### config.mk
export PLATFORM = sky130hd
export DESIGN_NAME = fvt_ctrl
export DESIGN_NICKNAME = d
export VERILOG_FILES = /design/src/design/fit_to_viewport_transform_macros.svh /design/src/design/fvt_pkg.sv /design/src/design/fvt_ctrl.sv
export SDC_FILE = /design/constraint.sdc
export NUM_CORES = 1
export LEC_CHECK = 0
export ABC_AREA = 0
export BUFFER_PORTS_ARGS = -buffer_cell sky130_fd_sc_hd__buf_2
export CAP_MARGIN = 15
export CORE_AREA = 2 2 39 41
export DETAILED_ROUTE_END_ITERATION = 12
export DIE_AREA = 0 0 41 43
export PLACE_DENSITY_LB_ADDON = 0.2
export SLEW_MARGIN = 20
export SYNTH_ARGS = -nofsm -noshare
export SYNTH_HDL_FRONTEND = slang
export SYNTH_SLANG_ARGS = --single-unit
### constraint.sdc
create_clock -name clock -period 2.4 [get_ports clock]
set_clock_uncertainty 0.2 [all_clocks]
set_input_delay 0.6 -clock clock [delete_from_list [all_inputs] [get_ports clock]]
set_output_delay 0.6 -clock clock [all_outputs]
set_load 0.01 [all_outputs]
### src/design/fit_to_viewport_transform_macros.svh
// ----------------------------------------------------------------------------
// fit_to_viewport_transform_macros.svh
// Assertion macros used by the viewport transform datapath (fvt_dp).
// ----------------------------------------------------------------------------
`ifndef FIT_TO_VIEWPORT_TRANSFORM_MACROS_SVH
`define FIT_TO_VIEWPORT_TRANSFORM_MACROS_SVH

`ifndef NO_ASSERTIONS
// Check that post holds in the same cycle as pre
`define FVT_ASSERT_IMPLY(label, pre, post) \
   label: assert property (@(posedge clock) disable iff (reset) (pre) |-> (post)) \
      else $error("viewport transform check failed");
// Check that post holds in the cycle after pre
`define FVT_ASSERT_NEXT(label, pre, post) \
   label: assert property (@(posedge clock) disable iff (reset) (pre) |=> (post)) \
      else $error("viewport transform check failed");
`else
`define FVT_ASSERT_IMPLY(label, pre, post)
`define FVT_ASSERT_NEXT(label, pre, post)
`endif

`endif

### src/design/fvt_pkg.sv
// ----------------------------------------------------------------------------
// fvt_pkg
// Shared widths, codes and controller/datapath interface types.
// ----------------------------------------------------------------------------
`timescale 1ns / 1ps

package fvt_pkg;

   localparam int FRAC_BITS_DEF = 16;

   localparam int COORD_W  = 32;
   localparam int ZOOM_W   = 32;
   localparam int SHIFT_W  = 48;
   localparam int PIX_W    = 16;
   localparam int MARGIN_W = 15;
   localparam int ACT_W    = 3;
   localparam int ST_W     = 3;
   localparam int QUO_W    = 34;  // quotient bits kept, sticky overflow above
   localparam int NUM_W    = 50;  // signed pixel-minus-offset numerator
   localparam int WIDE_W   = 67;  // signed offset and pixel sums
   localparam int MUL_A_W  = 33;
   localparam int CSR_AW   = 4;
   localparam int CSR_DW   = 32;

   // Actions
   localparam logic [ACT_W-1:0] ACT_ADD   = 3'd0;
   localparam logic [ACT_W-1:0] ACT_FIT   = 3'd1;
   localparam logic [ACT_W-1:0] ACT_W2P   = 3'd2;
   localparam logic [ACT_W-1:0] ACT_P2W   = 3'd3;
   localparam logic [ACT_W-1:0] ACT_CLEAR = 3'd4;

   // Status codes
   localparam logic [ST_W-1:0] ST_OK       = 3'd0;
   localparam logic [ST_W-1:0] ST_BAD_SIZE = 3'd1;
   localparam logic [ST_W-1:0] ST_EMPTY    = 3'd2;
   localparam logic [ST_W-1:0] ST_DEGEN    = 3'd3;
   localparam logic [ST_W-1:0] ST_NOT_FIT  = 3'd4;
   localparam logic [ST_W-1:0] ST_CLAMP    = 3'd5;

   // Register indexes
   localparam logic [1:0] REG_WIDTH  = 2'd0;
   localparam logic [1:0] REG_HEIGHT = 2'd1;
   localparam logic [1:0] REG_MARGIN = 2'd2;

   typedef enum logic [3:0] {
      OP_NONE,
      OP_DECODE,
      OP_DIV_ZX,
      OP_DIV_ZY,
      OP_DIV_WX,
      OP_DIV_WY,
      OP_TAKE_Z,
      OP_TAKE_WX,
      OP_TAKE_WY,
      OP_MUL_OFFX,
      OP_MUL_OFFY,
      OP_COMMIT,
      OP_MUL_PIXX,
      OP_MUL_PIXY,
      OP_FIN_PIX
   } dp_op_type;

   typedef struct packed {
      dp_op_type op;
      logic      load;
      logic      emit;
   } dp_cmd_type;

   typedef struct packed {
      logic [ACT_W-1:0] action;
      logic             bad_size;
      logic             empty;
      logic             degen;
      logic             ex_nz;
      logic             ey_nz;
      logic             can_map;
      logic             div_done;
      logic             out_free;
   } dp_sts_type;

   typedef enum logic [4:0] {
      S_IDLE,
      S_DECODE,
      S_FIT_DX,
      S_FIT_WX,
      S_FIT_DY,
      S_FIT_WY,
      S_FIT_MX,
      S_FIT_MY,
      S_FIT_COMMIT,
      S_W2P_MX,
      S_W2P_MY,
      S_W2P_FIN,
      S_P2W_DX,
      S_P2W_WX,
      S_P2W_DY,
      S_P2W_WY,
      S_DONE
   } ctrl_state_type;

endpackage

### src/design/fvt_ctrl.sv
// ----------------------------------------------------------------------------
// fvt_ctrl
// Sequencer: steps each action through the divider or multiplier as it needs, then the result.
// ----------------------------------------------------------------------------
`timescale 1ns / 1ps

module fvt_ctrl import fvt_pkg::*; (
   input  logic       clock,
   input  logic       reset,
   input  logic       req_valid,
   output logic       req_stall,
   input  dp_sts_type sts,
   output dp_cmd_type cmd
);

   ctrl_state_type state_ff, state_in;

   // State register
   always_ff @(posedge clock) begin
      if (reset) begin
         state_ff <= S_IDLE;
      end else begin
         state_ff <= state_in;
      end
   end

   // Next state and commands
   always_comb begin
      state_in  = state_ff;
      cmd.op    = OP_NONE;
      cmd.load  = 1'b0;
      cmd.emit  = 1'b0;
      req_stall = 1'b1;
      case (state_ff)
         S_IDLE: begin
            req_stall = 1'b0;
            if (req_valid) begin
               cmd.load = 1'b1;
               state_in = S_DECODE;
            end
         end
         S_DECODE: begin
            cmd.op   = OP_DECODE;
            state_in = S_DONE;
            case (sts.action)
               ACT_FIT: begin
                  if (!(sts.bad_size || sts.empty || sts.degen)) begin
                     state_in = sts.ex_nz ? S_FIT_DX : S_FIT_DY;
                  end
               end
               ACT_W2P: begin
                  if (sts.can_map) state_in = S_W2P_MX;
               end
               ACT_P2W: begin
                  if (sts.can_map) state_in = S_P2W_DX;
               end
               default: begin
                  state_in = S_DONE;
               end
            endcase
         end
         S_FIT_DX: begin
            cmd.op   = OP_DIV_ZX;
            state_in = S_FIT_WX;
         end
         S_FIT_WX: begin
            if (sts.div_done) begin
               cmd.op   = OP_TAKE_Z;
               state_in = sts.ey_nz ? S_FIT_DY : S_FIT_MX;
            end
         end
         S_FIT_DY: begin
            cmd.op   = OP_DIV_ZY;
            state_in = S_FIT_WY;
         end
         S_FIT_WY: begin
            if (sts.div_done) begin
               cmd.op   = OP_TAKE_Z;
               state_in = S_FIT_MX;
            end
         end
         S_FIT_MX: begin
            cmd.op   = OP_MUL_OFFX;
            state_in = S_FIT_MY;
         end
         S_FIT_MY: begin
            cmd.op   = OP_MUL_OFFY;
            state_in = S_FIT_COMMIT;
         end
         S_FIT_COMMIT: begin
            cmd.op   = OP_COMMIT;
            state_in = S_DONE;
         end
         S_W2P_MX: begin
            cmd.op   = OP_MUL_PIXX;
            state_in = S_W2P_MY;
         end
         S_W2P_MY: begin
            cmd.op   = OP_MUL_PIXY;
            state_in = S_W2P_FIN;
         end
         S_W2P_FIN: begin
            cmd.op   = OP_FIN_PIX;
            state_in = S_DONE;
         end
         S_P2W_DX: begin
            cmd.op   = OP_DIV_WX;
            state_in = S_P2W_WX;
         end
         S_P2W_WX: begin
            if (sts.div_done) begin
               cmd.op   = OP_TAKE_WX;
               state_in = S_P2W_DY;
            end
         end
         S_P2W_DY: begin
            cmd.op   = OP_DIV_WY;
            state_in = S_P2W_WY;
         end
         S_P2W_WY: begin
            if (sts.div_done) begin
               cmd.op   = OP_TAKE_WY;
               state_in = S_DONE;
            end
         end
         S_DONE: begin
            if (sts.out_free) begin
               cmd.emit = 1'b1;
               state_in = S_IDLE;
            end
         end
         default: begin
            state_in = S_IDLE;
         end
      endcase
   end

endmodule

# Word-level counts from Yosys, hierarchy flattened
# Index checks and enable logic that the tools add are counted.
[op_classes]
n_mux = 22
eq_ne = 25
reduce_logical = 6
[ops]
columns = ["cell", "count"]
rows = [
  ["5-bit one-hot mux with 16 select lines", 1],
  ["4-bit one-hot mux with 14 select lines", 1],
  ["5-bit 2-to-1 mux", 9],
  ["5-bit by 4-bit equality test with 1-bit output, second input constant", 8],
  ["5-bit by 3-bit equality test with 1-bit output, second input constant", 4],
  ["5-bit one-hot mux with 3 select lines", 1],
  ["2-bit inequality test, second input constant", 6],
  ["5-bit by 2-bit equality test with 1-bit output, second input constant", 2],
  ["3-bit 2-to-1 mux", 3],
  ["3-bit by 2-bit equality test with 1-bit output, second input constant", 2],
  ["6-bit AND reduction", 1],
  ["5-bit by 1-bit equality test with 1-bit output, second input constant", 1],
  ["5-bit equality test, second input constant", 1],
  ["5-bit logical NOT", 1],
  ["1-bit 2-to-1 mux", 5],
  ["4-bit 2-to-1 mux", 1],
  ["2-bit OR reduction", 2],
  ["3-bit by 1-bit equality test with 1-bit output, second input constant", 1],
  ["1-bit logical OR", 2],
  ["2-bit 2-to-1 mux", 1],
]
[totals]
input_bits = 14
word_cells = 54
reg_bits = 5
output_inout_bits = 7

# Longest topological paths before layout
# Gate-level depths: netlist of run 1.
[depth]
depth_word = 5
depth_mapped = 5
ltp_nobuf = 4

# Least setup slack after synthesis of run 1
# No wires, ideal clock.
[synth_path]
kind = "register to output"
start = "register state_ff[1]"
end = "output port cmd[3] (netlist name)"
t_required_ns = 1.600
path_stages_with_launch = 5
slack_ns = 0.336
path_buffers = 1
arrival_time_ns = 1.264
path_cell_list = "dfxtp_1 buf_4 or2_2 or3_1 a21oi_1"
[synth_rtl]
columns = ["item", "line_no", "rtl"]
rows = [
  ["start: declaration", "fvt_ctrl.sv:16", "ctrl_state_type state_ff, state_in;"],
  ["start signal: assignment", "fvt_ctrl.sv:23", "state_ff <= state_in;"],
  ["end: declaration", "fvt_ctrl.sv:13", "output dp_cmd_type cmd"],
]

==> results of run 1 <==
[worst max-delay path, cell delays in order, from the launching register on]
cell,delay (ns)
dfxtp_1,0.38
or2_2,0.34
or3_1,0.31
a21oi_1,0.12
buf_2,0.15
[logic make-up after synthesis]
kind of cell,after synthesis,share of synthesized area
AOI/OAI and AO/OA,29,0.352
muxes,2,0.0341
buffers and inverters,10,0.0768
DFF,5,0.171
and+or+nand+nor,35,0.322
xor gates and xnor gates,3,0.0448
[layout make-up]
class	instances	area (um^2)	share of cell area
tap	16	20.0	0.0270
sequential	5	104	0.140
inverter	5	18.8	0.0253
clock inverter	1	5.00	0.00675
multi-input combinational	69	442	0.595
timing repair buffer	24	130	0.175
clock buffer	3	22.5	0.0304
[metal layers]
| layer | vias up | part of all wire |
|---|---|---|
| met5 | - | 0 |
| met4 | 0 | 0.0092 |
| met3 | 2 | 0.046 |
| met2 | 26 | 0.47 |
| met1 | 320 | 0.48 |
| li1 | 362 | - |
[through the flow]
stage	power [mW]	cell area, um^2
2_1_floorplan	0.150	587
3_3_place_gp	0.184	711
3_5_place_dp	0.184	711
4_1_cts	0.282	738
5_1_grt	0.304	742
6_report	0.281	742
[power by group through the flow]
| stage | combinational (mW) | sequential (mW) | clock, mW |
|---|---|---|---|
| final | 0.0826 | 0.101 | 0.0976 |
| after global routing | 0.0937 | 0.102 | 0.109 |
| after CTS | 0.0826 | 0.100 | 0.0995 |
| after detailed placement | 0.0822 | 0.102 | 0 |
| after global placement | 0.0819 | 0.102 | 0 |
| after floorplan | 0.0571 | 0.0925 | 0 |
[cells in the final DEF (no fill, tap or decap), types with 3 or more instances in the layout]
cell type and count:
o21ai_0 3, buf_2 20, nor2_1 7, dfxtp_2 3
inv_1 5, nand2b_1 5, clkbuf_4 3, buf_4 4
o32ai_1 4, a21oi_1 5, nand2_1 9
[worst min path at each step]
stage | slack, ns | endpoint | cells past startpoint
after floorplan | 0.34 | state_ff[3] | 2
after global placement | 0.46 | state_ff[4] | 2
after detailed placement | 0.47 | state_ff[4] | 2
after CTS | 0.39 | state_ff[4] | 2
after global routing | 0.40 | state_ff[0] | 2
final | 0.40 | state_ff[4] | 2
==> results.json, run 1 <==
{
  "drtIter0Drc": 20,
  "min_period_ns": 2.34,
  "cts_buffers": 3,
  "start_util": 0.424,
  "max_freq_ghz": 0.428,
  "gr-usage-met2": 0.309,
  "post_cts_resized": 0,
  "largest_registers": "state_ff x5",
  "setup_viol": 0,
  "worstPathMaxFanout": 8,
  "largest_register": "state_ff",
  "die_h_um": 43,
  "routedWlPerCell_um": 12.4,
  "synth_nets": 98,
  "routed_wl_um": 1530,
  "root_buffer": "clkbuf_4",
  "synth-edff-count": 0,
  "grt_start_max_net_pins": 17,
  "grt_pass1_wl_um": 2550,
  "dp_slack_ns": 0.281,
  "use_met1": 0.297,
  "netlist.area_leader.share": 0.171,
  "ys_seq_elements": 5,
  "rrSetupSlack_ns": 0.61,
  "syn_area_per_cell_um2": 6.99,
  "relSlewSlack": 0.688,
  "drc": 0,
  "grt_overflow": 0,
  "syn-instance-count": 84,
  "synthTopCellsByCount": "nand2_1 (9), nor2_1 (7)",
  "ctsHtreeMaxLevel": 1,
  "r2r-start": "state_ff[2]",
  "netSwitchingPower_uw": 92.7,
  "tns_ns": 0,
  "io_buffers": 20,
  "grt_use_met3": 0.0314,
  "endpoint_kind": "output pin",
  "place.gp.congestion": 0.816,
  "outcome": "finished, final reports clean",
  "io_pins": 21,
  "clockBufferDepth": 2,
  "dr.pass1.iters": 4,
  "vias": 710,
  "grt_pass1_vias": 600,
  "nets": 122,
  "die-area_mm2": 0.00176,
  "endpoint": "cmd[3]",
  "tightest_slew_ns": 0.468,
  "startpoint": "state_ff[2]",
  "crit_required_ns": 1.60,
  "p_int_uw": 189,
  "synth_area_um2": 587,
  "post-cts-setup-buffers": 0,
  "p_comb_frac": 0.294,
  "power_frac_seq": 0.359,
  "arrival_ns": 1.54,
  "switching_share": 0.330,
  "placed_cells": 119,
  "layout.cells.non_filler": 123,
  "synth_area_leaders": "dfxtp_1 (17%), o32ai_1 (6.0%), nand2_1 (5.8%)",
  "cts.clk_slew.worst_paths_ns": 0.05,
  "p_clk_frac": 0.347,
  "largest_reg_flops": 5,
  "cts_tree": "yes",
  "num-fill-cells": 133,
  "ys_warn_count": 0,
  "min_from": "sts[0]",
  "die_w_um": 41,
  "synthDistinctLibCells": 37,
  "critPathKind": "reg2out",
  "final_max_slew_viol_count": 0,
  "coreArea_mm2": 0.00138,
  "p_per_area_mw_per_mm2": 379,
  "vias_per_cell": 5.77,
  "ys.flop_type": "dfxtp_1",
  "total_leakage_power_nw": 0.319,
  "r2r_end": "state_ff[4]",
  "ys_async_sr_fraction": 0,
  "synth-seq-area-share": 0.171,
  "rows": 14,
  "ant_nets": 0,
  "final_core_utilization": 0.536,
  "fin_crit_sh": 0.974,
  "yosys.area.top_type": "dfxtp_1",
  "worst_ir_drop_vdd_uv": 269,
  "grt.busiest_layer": "met2",
  "finalHoldViolCount": 0,
  "startpoint_type": "flip-flop",
  "cap_violations": 0,
  "clock_sinks": 5,
  "drive_gt1_frac": 0.327,
  "yosysMostFrequentCell": "nand2_1",
  "diodes": 0,
  "setup_slack_ns": 0.0625,
  "cts_hold_buf": 0,
  "antenna_found_initial": 0,
  "area_growth_pct": 26.4,
  "clk-insertion-delay-late_ns": 0.24,
  "grtUsageTotal": 0.207,
  "holdWs_ns": 0.395,
  "hpwl_um": 1160,
  "min_path_type": "in2reg",
  "r2r_cells": 6
}
(Power assumes the default switching activity.)
==> run 2, diff against run 1 <==
- CORE_AREA: 2 2 39 41 -> not set
- CORE_ASPECT_RATIO: not set -> 0.7
- CORE_UTILIZATION: not set -> 30
- DIE_AREA: 0 0 41 43 -> not set
==> results.json, run 2 (synthesized netlist as in run 1, its figures left out) <==
{
  "finalHoldViolCount": 0,
  "grt.busiest_layer": "met2",
  "final_common_cell": "buf_2",
  "drive_gt1_frac": 0.318,
  "outcome": "finished, final reports clean",
  "gr-usage-met2": 0.295,
  "min_from": "state_ff[3]",
  "drtIter0Drc": 17,
  "tns_ns": 0,
  "antenna_found_initial": 0,
  "die_h_um": 39.0,
  "root_buffer": "clkbuf_4",
  "clockBufferDepth": 2,
  "largest_reg_flops": 5,
  "vias": 713,
  "final_max_slew_viol_count": 0,
  "routedWlPerCell_um": 12.7,
  "cp_cell_sequence": "or2_4 -> or3_1 -> a21oi_1 -> buf_2",
  "cp_num_buf_inv": 1,
  "fin_crit_sh": 0.935,
  "place.gp.congestion": 0.810,
  "startpoint_type": "flip-flop",
  "r2r_cells": 4,
  "rrSetupSlack_ns": 0.70,
  "use_met1": 0.228,
  "grtUsageTotal": 0.176,
  "arrival_ns": 1.44,
  "min_path_type": "reg2reg",
  "grt_start_max_net_pins": 17,
  "clk-insertion-delay-late_ns": 0.24,
  "drc": 0,
  "grt_use_met3": 0.0588,
  "rows": 12,
  "worstPathMaxFanout": 5,
  "min_period_ns": 2.24,
  "critPathKind": "reg2out",
  "largest_registers": "state_ff x5",
  "hold_depth": 2,
  "dr.pass1.iters": 4,
  "slowest_delay_ns": 0.34,
  "cts_hold_buf": 0,
  "setup_slack_ns": 0.155,
  "ant_nets": 0,
  "clock_sinks": 5,
  "tightest_slew_ns": 0.446,
  "final_cell_mix": "buf_2 (20), nand2_1 (9), nor2_1 (7)",
  "routed_wl_um": 1630,
  "p_per_area_mw_per_mm2": 375,
  "grt_overflow": 0,
  "setup_viol": 0,
  "die-area_mm2": 0.00214,
  "hpwl_um": 1280,
  "largest_register": "state_ff",
  "io_pins": 21,
  "post-cts-setup-buffers": 0,
  "grt_pass1_wl_um": 2670,
  "worst_ir_drop_vdd_uv": 204,
  "area_growth_pct": 27.7,
  "vias_per_cell": 5.57,
  "nets": 122,
  "rsz0062_at_grt": "false",
  "relSlewSlack": 0.702,
  "post_cts_resized": 0,
  "final_area_um2": 749,
  "ctsHtreeMaxLevel": 1,
  "cts_buffers": 3,
  "dp_slack_ns": 0.286,
  "placed_area_um2": 717,
  "coreArea_mm2": 0.00171,
  "cap_violations": 0,
  "grt_pass1_vias": 652,
  "die_w_um": 54.9,
  "r2r_end": "state_ff[2]",
  "cts.clk_slew.worst_paths_ns": 0.04,
  "max_freq_ghz": 0.445,
  "crit_required_ns": 1.60,
  "r2r-start": "state_ff[4]",
  "worst_path_max_delay_cell": "dfxtp_1",
  "total_leakage_power_nw": 0.315,
  "diodes": 0,
  "cts_tree": "yes",
  "cp_top_family": "simple AND/OR/NAND/NOR gates",
  "endpoint_kind": "output pin",
  "crit_cells": 4,
  "min_to": "state_ff[3]",
  "start_util": 0.343,
  "io_buffers": 20
}
-- run 2: cell count changes in the layout (fill, tap and decap cells not counted), sizes merged --
| cell | previous run | this run |
|---|---|---|
| clkbuf | 3 | 4 |
| clkinv | 1 | 0 |
-- run 2: worst max-delay path by stage --
stage	startpoint	slack [ns]	to
4_1_cts	state_ff[2]	0.03	cmd[3]
5_1_grt	state_ff[1]	0.05	cmd[3]
6_report	state_ff[1]	0.16	cmd[3]
3_5_place_dp	sts[1]	0.29	cmd[2]
2_1_floorplan	state_ff[1]	0.34	cmd[3]
3_3_place_gp	sts[1]	0.28	cmd[2]
-- run 2: final cells by class --
cell class                      instances  area (um^2)
Fill cell                             186          962
Sequential cell                         5          104
Inverter                                5         18.8
Tap cell                               21         26.3
Clock buffer                            4         26.3
Timing Repair Buffer                   24          130
Multi-Input combinational cell         69          444
-- run 2: stage by stage --
step / power (mW) / utilization / std cells / hold slack, ns
after detailed placement: 0.185 / 0.419 / 124 / 0.421
after global routing: 0.303 / 0.438 / 128 / 0.393
final: 0.281 / 0.438 / 128 / 0.387
after floorplan: 0.150 / - / 84 / 0.336
after global placement: 0.184 / 0.419 / 124 / 0.450
after CTS: 0.285 / 0.434 / 128 / 0.378
-- run 2: worst register-to-register path: stages (launching register included) --
cell and delay, ns:
dfxtp_1 0.44, nand2b_1 0.23, or2_1 0.26, or2_1 0.27, o311ai_1 0.22
-- run 2: routing by layer --
layer  routed length, um  vias up  share of wire
met2                 720       33           0.44
met5                   0        -              0
met4                   0        0              0
met3                 129        0          0.079
met1                 780      322           0.48
li1                    -      358              -
-- run 2: power breakdown --
group	total [mW]	switching, mW	internal [mW]
logic	0.0832	0.0424	0.0408
clock network	0.0964	0.0336	0.0628
registers	0.102	0.0142	0.0875
total	0.281	0.0902	0.191
